## config.mk

```make
export PLATFORM = sky130hd
export DESIGN_NAME = epoch_seconds_to_bcd_date
export DESIGN_NICKNAME = d
export VERILOG_FILES = /design/src/hw/rtl/e2bd_pkg.sv /design/src/hw/rtl/e2bd_ctrl.sv /design/src/hw/rtl/e2bd_dp.sv /design/src/hw/rtl/epoch_seconds_to_bcd_date.sv
export SDC_FILE = /design/constraint.sdc
export NUM_CORES = 1
export LEC_CHECK = 0
export BUFFER_PORTS_ARGS = -buffer_cell sky130_fd_sc_hd__buf_2
export CAP_MARGIN = 10
export CORE_ASPECT_RATIO = 1.25
export CORE_MARGIN = 1
export CORE_UTILIZATION = 65
export DETAILED_ROUTE_END_ITERATION = 12
export PLACE_DENSITY = 0.87
export SLEW_MARGIN = 20
export SYNTH_ARGS = -nofsm -noshare
export SYNTH_HDL_FRONTEND = slang
export SYNTH_SLANG_ARGS = --single-unit
```

## constraint.sdc

```tcl
create_clock -name clk_i -period 8.9 [get_ports clk_i]
set_input_delay 0.89 -clock clk_i [delete_from_list [all_inputs] [get_ports clk_i]]
set_output_delay 0.89 -clock clk_i [all_outputs]
set_load 0.02 [all_outputs]
```

## src/hw/rtl/e2bd_pkg.sv

```systemverilog
package e2bd_pkg;

  // Controller states.
  typedef enum logic [2:0] {
    ST_IDLE,
    ST_DAYS,
    ST_HOURS,
    ST_MINS,
    ST_YEARS,
    ST_MONTHS,
    ST_DONE
  } state_e;

  // Datapath operations commanded by the controller.
  typedef enum logic [2:0] {
    OP_NONE,
    OP_LOAD,
    OP_DAYS,
    OP_HOURS,
    OP_MINS,
    OP_YEARS,
    OP_MONTHS,
    OP_OUT
  } op_e;

  // Command from controller to datapath; step 1 is the first cycle of an operation.
  typedef struct packed {
    op_e  op;
    logic step;
  } ctrl_t;

  // Status from datapath to controller.
  typedef struct packed {
    logic year_stop;
    logic month_stop;
  } stat_t;

  localparam int unsigned InWidth     = 32;
  localparam logic [16:0] SecsPerDay  = 17'd86400;
  localparam logic [16:0] SecsPerHour = 17'd3600;
  localparam logic [16:0] SecsPerMin  = 17'd60;
  localparam logic [8:0]  DaysLeapYr  = 9'd366;
  localparam logic [8:0]  DaysYear    = 9'd365;
  localparam logic [3:0]  LastMonth   = 4'd12;
  localparam logic [7:0]  YearsPerCen = 8'd100;

  // Reciprocals for the divisions by constants. A day is 128 * 675 seconds,
  // an hour 16 * 225 and a minute 4 * 15, so the power-of-two part is a shift.
  localparam logic [25:0] DayRecip   = 26'd50903317;
  localparam int unsigned DayShift   = 35;
  localparam logic [16:0] WeekRecip  = 17'd74899;
  localparam int unsigned WeekShift  = 19;
  localparam logic [13:0] HourRecip  = 14'd9321;
  localparam int unsigned HourShift  = 21;
  localparam logic [10:0] MinRecip   = 11'd1093;
  localparam int unsigned MinShift   = 14;

  // Length of a month in days.
  function automatic logic [4:0] month_len(input logic [3:0] m, input logic leap);
    logic [4:0] len;
    if (m == 4'd2) begin
      len = leap ? 5'd29 : 5'd28;
    end else if (m <= 4'd7) begin
      len = m[0] ? 5'd31 : 5'd30;
    end else begin
      len = m[0] ? 5'd30 : 5'd31;
    end
    return len;
  endfunction

  // Two BCD digits of a value below 100; tens digit by reciprocal multiply.
  function automatic logic [7:0] to_bcd(input logic [6:0] v);
    logic [14:0] prod;
    logic [3:0]  tens;
    logic [6:0]  ones;
    prod = 15'(v) * 15'd205;
    tens = prod[14:11];
    ones = v - {3'b000, tens} * 7'd10;
    return {tens, ones[3:0]};
  endfunction

endpackage

```

## src/hw/rtl/e2bd_ctrl.sv

```systemverilog
module e2bd_ctrl (
  input  logic            clk_i,
  input  logic            rst_ni,
  input  logic            start,
  input  e2bd_pkg::stat_t stat_i,
  output e2bd_pkg::ctrl_t ctrl_o,
  output logic            busy
);
  import e2bd_pkg::*;

  state_e state_q, state_d;
  logic   step_q, step_d;

  // State and step registers.
  always_ff @(posedge clk_i or negedge rst_ni) begin
    if (!rst_ni) begin
      state_q <= ST_IDLE;
      step_q  <= 1'b1;
    end else begin
      state_q <= state_d;
      step_q  <= step_d;
    end
  end

  // Next state and datapath commands; days, hours and minutes each run with step high, then with step low.
  always_comb begin
    state_d     = state_q;
    step_d      = step_q;
    ctrl_o.op   = OP_NONE;
    ctrl_o.step = step_q;
    unique case (state_q)
      ST_IDLE: begin
        if (start) begin
          ctrl_o.op = OP_LOAD;
          step_d    = 1'b1;
          state_d   = ST_DAYS;
        end
      end
      ST_DAYS: begin
        ctrl_o.op = OP_DAYS;
        step_d    = ~step_q;
        if (!step_q) begin
          state_d = ST_HOURS;
        end
      end
      ST_HOURS: begin
        ctrl_o.op = OP_HOURS;
        step_d    = ~step_q;
        if (!step_q) begin
          state_d = ST_MINS;
        end
      end
      ST_MINS: begin
        ctrl_o.op = OP_MINS;
        step_d    = ~step_q;
        if (!step_q) begin
          state_d = ST_YEARS;
        end
      end
      ST_YEARS: begin
        ctrl_o.op = OP_YEARS;
        if (stat_i.year_stop) begin
          state_d = ST_MONTHS;
        end
      end
      ST_MONTHS: begin
        ctrl_o.op = OP_MONTHS;
        if (stat_i.month_stop) begin
          state_d = ST_DONE;
        end
      end
      ST_DONE: begin
        ctrl_o.op = OP_OUT;
        state_d   = ST_IDLE;
      end
      default: begin
        state_d = ST_IDLE;
      end
    endcase
  end

  assign busy = (state_q != ST_IDLE);

endmodule

```

## src/hw/rtl/e2bd_dp.sv

```systemverilog
module e2bd_dp (
  input  logic                          clk_i,
  input  logic                          rst_ni,
  input  logic [e2bd_pkg::InWidth-1:0]  seconds_count_i,
  input  e2bd_pkg::ctrl_t               ctrl_i,
  output e2bd_pkg::stat_t               stat_o,
  output logic                          valid_o,
  output logic [2:0]                    weekday_o,
  output logic [6:0]                    seconds_bcd_o,
  output logic [6:0]                    minutes_bcd_o,
  output logic [5:0]                    hours_bcd_o,
  output logic [5:0]                    date_bcd_o,
  output logic [4:0]                    month_bcd_o,
  output logic [7:0]                    year_bcd_o
);
  import e2bd_pkg::*;

  logic [InWidth-1:0] num_q;
  logic [16:0]        rem_q;
  logic [15:0]        days_q;
  logic [13:0]        q7_q;
  logic [2:0]         wk_q;
  logic [4:0]         hours_q;
  logic [5:0]         mins_q;
  logic [7:0]         yoff_q;
  logic [3:0]         month_q;
  logic               valid_q;
  logic [2:0]         wk_out_q;
  logic [7:0]         sec_bcd_q, min_bcd_q, hour_bcd_q, date_bcd_q, mon_bcd_q, year_bcd_q;

  // Whole days: the seconds over 128, then over 675 by reciprocal multiply.
  logic [50:0] day_prod;
  logic [15:0] day_quot;

  assign day_prod = 51'(num_q[InWidth-1:7]) * 51'(DayRecip);
  assign day_quot = 16'(day_prod >> DayShift);

  // Seconds within the day, and the day count over seven for the weekday.
  logic [31:0] day_secs;
  logic [32:0] wk_prod;

  assign day_secs = 32'(days_q) * 32'(SecsPerDay);
  assign wk_prod  = 33'(days_q) * 33'(WeekRecip);

  // Hours and minutes by reciprocal multiply of the remaining seconds.
  logic [26:0] hour_prod;
  logic [20:0] min_prod;

  assign hour_prod = 27'(rem_q[16:4]) * 27'(HourRecip);
  assign min_prod  = 21'(rem_q[11:2]) * 21'(MinRecip);

  // Year and month lengths; 1900 is not leap, 2000 is.
  logic       leap;
  logic [8:0] ylen;
  logic [4:0] mlen;

  assign leap = (yoff_q[1:0] == 2'b00) && (yoff_q != 8'd0);
  assign ylen = leap ? DaysLeapYr : DaysYear;
  assign mlen = month_len(month_q, leap);

  assign stat_o.year_stop  = (days_q < {7'd0, ylen});
  assign stat_o.month_stop = (month_q == LastMonth) || (days_q < {11'd0, mlen});

  // Working registers.
  always_ff @(posedge clk_i) begin
    case (ctrl_i.op)
      OP_LOAD: begin
        num_q   <= seconds_count_i;
        rem_q   <= '0;
        days_q  <= '0;
        q7_q    <= '0;
        wk_q    <= '0;
        hours_q <= '0;
        mins_q  <= '0;
        yoff_q  <= '0;
        month_q <= 4'd1;
      end
      OP_DAYS: begin
        if (ctrl_i.step) begin
          days_q <= day_quot;
        end else begin
          rem_q <= 17'(num_q - day_secs);
          q7_q  <= 14'(wk_prod >> WeekShift);
        end
      end
      OP_HOURS: begin
        if (ctrl_i.step) begin
          hours_q <= 5'(hour_prod >> HourShift);
          wk_q    <= 3'(days_q - {2'b00, q7_q} * 16'd7);
        end else begin
          rem_q <= rem_q - {12'd0, hours_q} * SecsPerHour;
        end
      end
      OP_MINS: begin
        if (ctrl_i.step) begin
          mins_q <= 6'(min_prod >> MinShift);
        end else begin
          rem_q <= rem_q - {11'd0, mins_q} * SecsPerMin;
        end
      end
      OP_YEARS: begin
        if (!stat_o.year_stop) begin
          days_q <= days_q - {7'd0, ylen};
          yoff_q <= yoff_q + 8'd1;
        end
      end
      OP_MONTHS: begin
        if (!stat_o.month_stop) begin
          days_q  <= days_q - {11'd0, mlen};
          month_q <= month_q + 4'd1;
        end
      end
      default: begin
      end
    endcase
  end

  // Result word: BCD conversion into the output registers.
  logic [6:0] year_lo;
  assign year_lo = (yoff_q >= YearsPerCen) ? 7'(yoff_q - YearsPerCen) : yoff_q[6:0];

  always_ff @(posedge clk_i) begin
    if (ctrl_i.op == OP_OUT) begin
      wk_out_q   <= wk_q;
      sec_bcd_q  <= to_bcd(rem_q[6:0]);
      min_bcd_q  <= to_bcd({1'b0, mins_q});
      hour_bcd_q <= to_bcd({2'b00, hours_q});
      date_bcd_q <= to_bcd(7'(days_q[4:0]) + 7'd1);
      mon_bcd_q  <= to_bcd({3'b000, month_q});
      year_bcd_q <= to_bcd(year_lo);
    end
  end

  // Strobe marks the result word for one cycle.
  always_ff @(posedge clk_i or negedge rst_ni) begin
    if (!rst_ni) begin
      valid_q <= 1'b0;
    end else begin
      valid_q <= (ctrl_i.op == OP_OUT);
    end
  end

  assign valid_o       = valid_q;
  assign weekday_o     = wk_out_q;
  assign seconds_bcd_o = sec_bcd_q[6:0];
  assign minutes_bcd_o = min_bcd_q[6:0];
  assign hours_bcd_o   = hour_bcd_q[5:0];
  assign date_bcd_o    = date_bcd_q[5:0];
  assign month_bcd_o   = mon_bcd_q[4:0];
  assign year_bcd_o    = year_bcd_q;

endmodule

```

## src/hw/rtl/epoch_seconds_to_bcd_date.sv

```systemverilog
// Channel  | Handshake                | Word
// ---------+--------------------------+---------------------------------------------
// input    | start (in), busy (out)   | seconds_count_i
// result   | valid_o (one-cycle pulse)| weekday_o, seconds/minutes/hours/date/month/
//          |                          | year_bcd_o
//
// A word is taken when start is high and busy is low; busy stays high until the result.
// valid_o rises as busy falls. Days, hours and minutes are found by reciprocal
// multiply; then whole years are taken off, one subtraction per cycle, and then
// the whole months.
// The next word can be taken at the edge that ends the valid_o cycle.
// valid_o is high for exactly one cycle; the receiver cannot stall it.
// rst_ni clears the controller and the result strobe asynchronously.
module epoch_seconds_to_bcd_date (
  input  logic        clk_i,
  input  logic        rst_ni,
  input  logic        start,
  output logic        busy,
  input  logic [31:0] seconds_count_i,
  output logic        valid_o,
  output logic [2:0]  weekday_o,
  output logic [6:0]  seconds_bcd_o,
  output logic [6:0]  minutes_bcd_o,
  output logic [5:0]  hours_bcd_o,
  output logic [5:0]  date_bcd_o,
  output logic [4:0]  month_bcd_o,
  output logic [7:0]  year_bcd_o
);
  import e2bd_pkg::*;

  ctrl_t ctrl;
  stat_t stat;

  // Sequencer.
  e2bd_ctrl u_ctrl (
    .clk_i  (clk_i),
    .rst_ni (rst_ni),
    .start  (start),
    .stat_i (stat),
    .ctrl_o (ctrl),
    .busy   (busy)
  );

  // Arithmetic and result registers.
  e2bd_dp u_dp (
    .clk_i           (clk_i),
    .rst_ni          (rst_ni),
    .seconds_count_i (seconds_count_i),
    .ctrl_i          (ctrl),
    .stat_o          (stat),
    .valid_o         (valid_o),
    .weekday_o       (weekday_o),
    .seconds_bcd_o   (seconds_bcd_o),
    .minutes_bcd_o   (minutes_bcd_o),
    .hours_bcd_o     (hours_bcd_o),
    .date_bcd_o      (date_bcd_o),
    .month_bcd_o     (month_bcd_o),
    .year_bcd_o      (year_bcd_o)
  );

endmodule

```

Word level (Yosys, flattened, before mapping)
Cells that the tools add are included.
- add/sub/neg operators: 16
- multipliers: 20
- magnitude comparators: 4
- equality and inequality tests: 29
- multiplexer cells: 38
- bitwise logic cells: 1
- reductions and logical operators: 24
- operators with widths (cell ; count):
    one-hot mux 17 bit (4 select lines) ; 1
    one-hot mux 16 bit (4 select lines) ; 1
    multiplier 25 x 26 -> 51 bit, second input constant ; 1
    two-way mux 17 bit ; 3
    two-way mux 16 bit ; 3
    subtractor 17 bit ; 2
    multiplier 16 x 17 -> 33 bit, second input constant ; 1
    multiplier 7 x 8 -> 15 bit, second input constant ; 2
    multiplier 6 x 8 -> 14 bit, second input constant ; 2
    inequality test 2 bit, second input constant ; 14
    one-hot mux 14 bit (2 select lines) ; 1
    multiplier 13 x 14 -> 26 bit, second input constant ; 1
    multiplier 5 x 8 -> 13 bit, second input constant ; 2
    subtractor 4 bit ; 6
    == test 3 bit, second input constant ; 7
    two-way mux 3 bit ; 7
    one-hot mux 3 bit (7 select lines) ; 1
    multiplier 10 x 11 -> 20 bit, second input constant ; 1
    one-hot mux 3 bit (6 select lines) ; 1
    subtractor 17 x 12 -> 17 bit ; 1
    less-than comparator 16 x 5 -> 1 bit ; 1
    less-than comparator 16 x 9 -> 1 bit ; 1
    multiplier 16 x 10 -> 10 bit, second input constant ; 1
    one-hot mux 8 bit (2 select lines) ; 1
    46 further kinds ; 70
- flip-flop bits (word level): 152
- input port bits: 35
- output and inout port bits: 44
- logic and storage cells: 151

Logic depth before layout (Yosys ltp)
- depth in word-level cells: 8
- depth in mapped cells: 26
- mapped depth without buffers: 26

By module
A second synthesis with hierarchy kept.
- cell total of the unflattened synthesis: 2815
- area, all modules: 28412.2 sq um
- by module, submodules not included (module ; times used ; cells each ; area each (sq um) ; seq. area each (sq um)):
    e2bd_dp ; 1 ; 2783 ; 28138.2 ; 4108.9
    e2bd_ctrl ; 1 ; 32 ; 274.0 ; 101.3

Worst setup path after synthesis
Ideal clock, no wire load.
- path type: register to register
- start point: register u_dp.num_q[30]
- end point: register u_dp.days_q[15] (data pin)
- setup time: 0.261 ns
- arrival time: 6.025 ns
- data required time: 8.639 ns
- slack: 2.614 ns
- cell stages (with the launch flop): 22
- path buffers: 0
- period minus slack after synthesis: 6.286 ns
- cell sequence: edfxtp_1 fa_1 inv_1 fa_1 inv_1 fa_1 inv_1 fa_1 inv_1 fa_1 fa_1 ha_1 ha_1 a21o_1 a21o_1 a21oi_1 nor2_1 a211oi_1 a21oi_1 nor2_1 o21ai_0 a221o_1
- longest elaborated chain between the ends: 3
- ends and longest elaborated chain (element ; RTL line ; text):
    start, declared ; e2bd_dp.sv:18 ; logic [InWidth-1:0] num_q;
    start signal, assigned ; e2bd_dp.sv:68 ; num_q <= seconds_count_i;
    multiplier 25 x 26 -> 51 bit ; e2bd_dp.sv:35 ; assign day_prod = 51'(num_q[InWidth-1:7]) * 51'(DayRecip);
    two-way mux 16 bit ; e2bd_dp.sv:79 ; if (ctrl_i.step) begin
    one-hot mux 16 bit (4 select lines) ; e2bd_dp.sv:66 ; case (ctrl_i.op)
    end signal, assigned ; e2bd_dp.sv:80 ; days_q <= day_quot;
    end signal, assigned ; e2bd_dp.sv:103 ; days_q <= days_q - {7'd0, ylen};
    end signal, assigned ; e2bd_dp.sv:109 ; days_q <= days_q - {11'd0, mlen};
    end, declared ; e2bd_dp.sv:20 ; logic [15:0] days_q;
No other way between the ends. The select of a mux whose other input is x is not followed.
A chain may end at the register's enable or synchronous reset.

Worst setup path in the final report
- start point: register u_dp.num_q[12]
- end point: register u_dp.days_q[13] (data pin)
Same word-level chain as after synthesis.

==> flow_results.org <==
** Run status
- The flow ran to the end, and the final reports show no timing, DRC or antenna violations.

** Final layout
- Layout Utilization :: 0.702
- Area Overhead vs Synth :: 5.77%
- Number of fillers in the final layout :: 2897
- After the flow finishes, the layout carries non-filler instances totaling ~3400.
- In the final layout, the multi-input gates occupy around 21000 sq um.
- Ant. Diodes :: 0
- In the final layout, flip-flops and latches occupy roughly 4200 sq um.
- Net count of the finished layout :: 3959
- Fraction of final layout cells sized beyond drive strength 1 :: 0.0504

** Global routing
- For this run, the total global-route usage over all layers was measured as 0.314.
- The number of global-route vias before repair was roughly 22000.
- The number of antenna violations at the first check in global routing was 1.
- Wire length of the first global-routing pass :: around 110 mm
- Aggregate global routing overflow :: 0
- Entering global routing, the biggest net connects between 40 and 50 pins.

** Routing
- Highest routed layer :: met5
- The final route contains between 20000 and 25000 vias.
- In the routed layout, each cell is associated on average with a via count of between 5 and 6.
- Before antenna repair, the detailed router went through 8 iterations.
- In the final routing, the length of wire on met1 measures between 20 and 25 mm.
- Post-detailed-route count of antenna-violating nets :: 0
- Drt initial violations :: ~1200
- Total wire length :: between 60 and 70 mm
- Dividing the detail-routed wire length by the instance count gives approximately 20 um.
- Routed wire length on met2 :: around 35 mm
- In the detailed route, the total length drawn on met3 is about 3.3 mm.
- DRC errors left :: 0

** Timing
- RSZ-0062 raised after global routing :: no
- Measured against its own limit, the worst slew margin works out to 0.313.
- Setup slack closes at around 1700 ps.
- At the pin with the least slew margin, the transition time is ~1000 ps.
- Final critical-path share of the clock period :: 0.812
- Setup violations remaining at the end of the flow were counted as 0.
- On the final layout, the worst clock skew is around 16 ps.
- Adding up every negative setup slack in the final design gives 0 ps.
- Final hold violations :: 0
- Period minus WS final :: between 7000 and 8000 ps
- Slew Limit Fails :: 0
- Static timing analysis puts the maximum clock frequency at between 100 and 150 MHz.

** Yosys
- Synthesis handed over a netlist of 2770 instances.
- In this run, distinct cell masters in the synthesized netlist total between 70 and 80.
- Yosys instantiated no cell more often than sky130_fd_sc_hd__ha_1.
- In this run, synthesis produced a sequential element count of about 140.
- The number of nets in the synthesized netlist is 3885.
- Commonest register cell after synthesis :: sky130_fd_sc_hd__edfxtp_1
- Averaged over all synthesized cells, the footprint is 10.2 sq um.
- Post-Syn Area :: approximately 28000 sq um
- Post-synthesis async set-or-reset flop share :: 0.0355
- Yosys warning count :: 0
- Seq/Total Area, Yosys :: 0.150
- The synthesized design spends more area on one cell type than any other, namely sky130_fd_sc_hd__ha_1.
- Share of the synthesized area in the top cell type :: 0.339
- Biggest area contributors in the synthesized netlist :: sky130_fd_sc_hd__ha_1 (34%), sky130_fd_sc_hd__fa_1 (23%), sky130_fd_sc_hd__edfxtp_1 (15%), sky130_fd_sc_hd__inv_1 (9.3%), sky130_fd_sc_hd__xnor2_1 (3.4%)
- Commonest cells post-synth :: sky130_fd_sc_hd__ha_1 (763), sky130_fd_sc_hd__inv_1 (699), sky130_fd_sc_hd__fa_1 (317)
- Post-synth EDFFs :: 136

** Critical path
- Setup CP Type :: reg2reg
- Crit path DAT :: around 7600 ps
- STA classifies the critical path startpoint as a flop.
- Crit-path max FO :: 12
- For the worst setup path, the data required time is between 9000 and 10000 ps.
- STA classifies the critical path endpoint as a flop.

** Placed design
- Count of placed standard cells including taps :: about 3400
- At the end of routability-driven placement, the weighted congestion stood at 1.00.
- Place WS :: between 1500 and 2000 ps
- Summed over all nets, the half-perimeter wirelength after detailed placement is between 50 and 60 mm.
- Port Buffer Count :: about 80

** Flow run
- Number of maximum-capacitance constraint violations :: 0

** Clocking
- Clock-pin slew was measured on the worst setup and hold paths at 70 ps.
- The number of gates resized after CTS was 0.
- After clock tree synthesis, the setup repair step added 0 buffers.
- Number of clock sinks :: around 140
- In this run, CTS created clock tree buffers numbering 17.
- Hold buffer count at CTS :: 0
- Clock root buffer :: sky130_fd_sc_hd__clkbuf_16
- The H-tree generated during clock tree synthesis spans 4 levels.
- Worst skew pair latency :: about 470 ps
- TritonCTS built the clock tree.
- In this run the deepest clock path goes through 2 buffers.

** Die
- For this configuration, the core starts out at a cell density of 0.664.
- Core box area :: 42400 sq um
- For this design the top-level I/O count stands at 79.
- Die area :: about 44000 sq um
- Count of standard-cell rows :: 84
- Measured along the x axis, the die boundary spans 188 um.
- The die is 235 um tall.

** Min path
- Min-Delay Path Class :: in2async
==> flip-flops by register name, indices dropped and copies added, names as in the netlist, 4 cells and up <==
name             cells
u_dp.hour_bcd_q      6
u_dp.num_q          32
u_dp.mins_q          6
u_dp.days_q         16
u_dp.mon_bcd_q       5
u_dp.month_q         4
u_dp.hours_q         5
u_dp.year_bcd_o      8
u_dp.yoff_q          8
u_dp.rem_q          17
u_dp.date_bcd_q      6
u_dp.min_bcd_q       7
u_dp.sec_bcd_q       7
==> worst max-delay path, stage by stage, from the launching register on <==
cell and delay (ps):
sky130_fd_sc_hd__edfxtp_1 750, sky130_fd_sc_hd__inv_1 190, sky130_fd_sc_hd__ha_1 370, sky130_fd_sc_hd__inv_1 120
sky130_fd_sc_hd__fa_1 440, sky130_fd_sc_hd__ha_1 290, sky130_fd_sc_hd__inv_1 60, sky130_fd_sc_hd__fa_1 500
sky130_fd_sc_hd__inv_1 50, sky130_fd_sc_hd__fa_1 460, sky130_fd_sc_hd__fa_1 550, sky130_fd_sc_hd__inv_1 50
sky130_fd_sc_hd__fa_1 530, sky130_fd_sc_hd__inv_1 40, sky130_fd_sc_hd__ha_1 320, sky130_fd_sc_hd__nand4_1 160
sky130_fd_sc_hd__nor3_1 280, sky130_fd_sc_hd__nand3_1 140, sky130_fd_sc_hd__a31oi_1 490, sky130_fd_sc_hd__o21ai_0 240
sky130_fd_sc_hd__a21oi_1 420, sky130_fd_sc_hd__nor4_1 120, sky130_fd_sc_hd__or4_1 420, sky130_fd_sc_hd__nand3_1 100
==> path summary, 6_finish.rpt <==
check	from	end	slack, ps	cells past startpoint
setup / recovery	u_dp.num_q[12]	u_dp.days_q[13]	1670	23
hold / removal	rst_ni	u_dp.valid_o	240	1
setup reg to reg	u_dp.num_q[12]	u_dp.days_q[13]	1670	23
hold reg to reg	u_dp.wk_q[0]	u_dp.weekday_o[0]	430	0
max in group asynchronous	rst_ni	u_ctrl.step_q	8420	1
min in group clk_i	u_dp.wk_q[0]	u_dp.weekday_o[0]	430	0
==> cell families (layout without fill, tap and decap cells) <==
group / count (synthesis) / in the layout / synth area share
flip-flops: 141 / 141 / 0.150
multiplexers: 3 / 3 / 0.00107
buffers and inverters: 727 / 814 / 0.0974
AO/OA/AOI/OAI: 366 / 366 / 0.0864
adder cells (fa/ha/maj): 1080 / 1080 / 0.565
AND/OR/NAND/NOR: 305 / 305 / 0.0542
XOR/XNOR: 148 / 148 / 0.0461
==> layout make-up <==
| cell class | count | area share |
|---|---|---|
| well taps | 559 | 0.0235 |
| clock inverters | 12 | 0.00467 |
| repair buffers | 82 | 0.0141 |
| clock buffers | 20 | 0.0154 |
| inverters | 700 | 0.0883 |
| multi-input cells | 1902 | 0.712 |
| flip-flops and latches | 141 | 0.142 |
==> layout by cell type (no fill, tap or decap), types with 9 or more instances in the layout <==
cell type and count:
sky130_fd_sc_hd__o21a_1 12, sky130_fd_sc_hd__o22ai_1 13, sky130_fd_sc_hd__nor2b_1 13, sky130_fd_sc_hd__o211ai_1 11, sky130_fd_sc_hd__a211oi_1 14, sky130_fd_sc_hd__ha_1 763
sky130_fd_sc_hd__xor2_1 39, sky130_fd_sc_hd__edfxtp_1 136, sky130_fd_sc_hd__and3_1 14, sky130_fd_sc_hd__or2_2 13, sky130_fd_sc_hd__a21o_1 45, sky130_fd_sc_hd__nand2_1 72
sky130_fd_sc_hd__fa_1 317, sky130_fd_sc_hd__inv_1 699, sky130_fd_sc_hd__xnor2_1 109, sky130_fd_sc_hd__o221ai_1 9, sky130_fd_sc_hd__nand3_1 24, sky130_fd_sc_hd__o21bai_1 15
sky130_fd_sc_hd__nor2_1 78, sky130_fd_sc_hd__a31oi_1 14, sky130_fd_sc_hd__buf_2 78, sky130_fd_sc_hd__nand4_1 10, sky130_fd_sc_hd__a21oi_1 87, sky130_fd_sc_hd__o21ai_0 74
sky130_fd_sc_hd__nor3_1 25, sky130_fd_sc_hd__clkbuf_16 17
==> layer usage <==
| layer | vias up | global-route usage |
|---|---|---|
| met3 | 273 | 0.0514 |
| met5 | - | 0 |
| met1 | 9820 | 0.332 |
| met4 | 2 | 0.198 |
| li1 | 9301 | - |
| met2 | 709 | 0.582 |
==> stage by stage <==
| stage | area (sq um) | hold slack [ps] |
|---|---|---|
| 6_report | 29700 | 240 |
| 5_1_grt | 29700 | 239 |
| 4_1_cts | 29700 | 234 |
| 3_5_place_dp | 29100 | 415 |
| 3_3_place_gp | 29100 | 429 |
| 2_1_floorplan | 28100 | 400 |
Power is left out: the tool's default activity adds up to more than one toggle a clock period on the data nets, which glitch-free logic cannot reach.
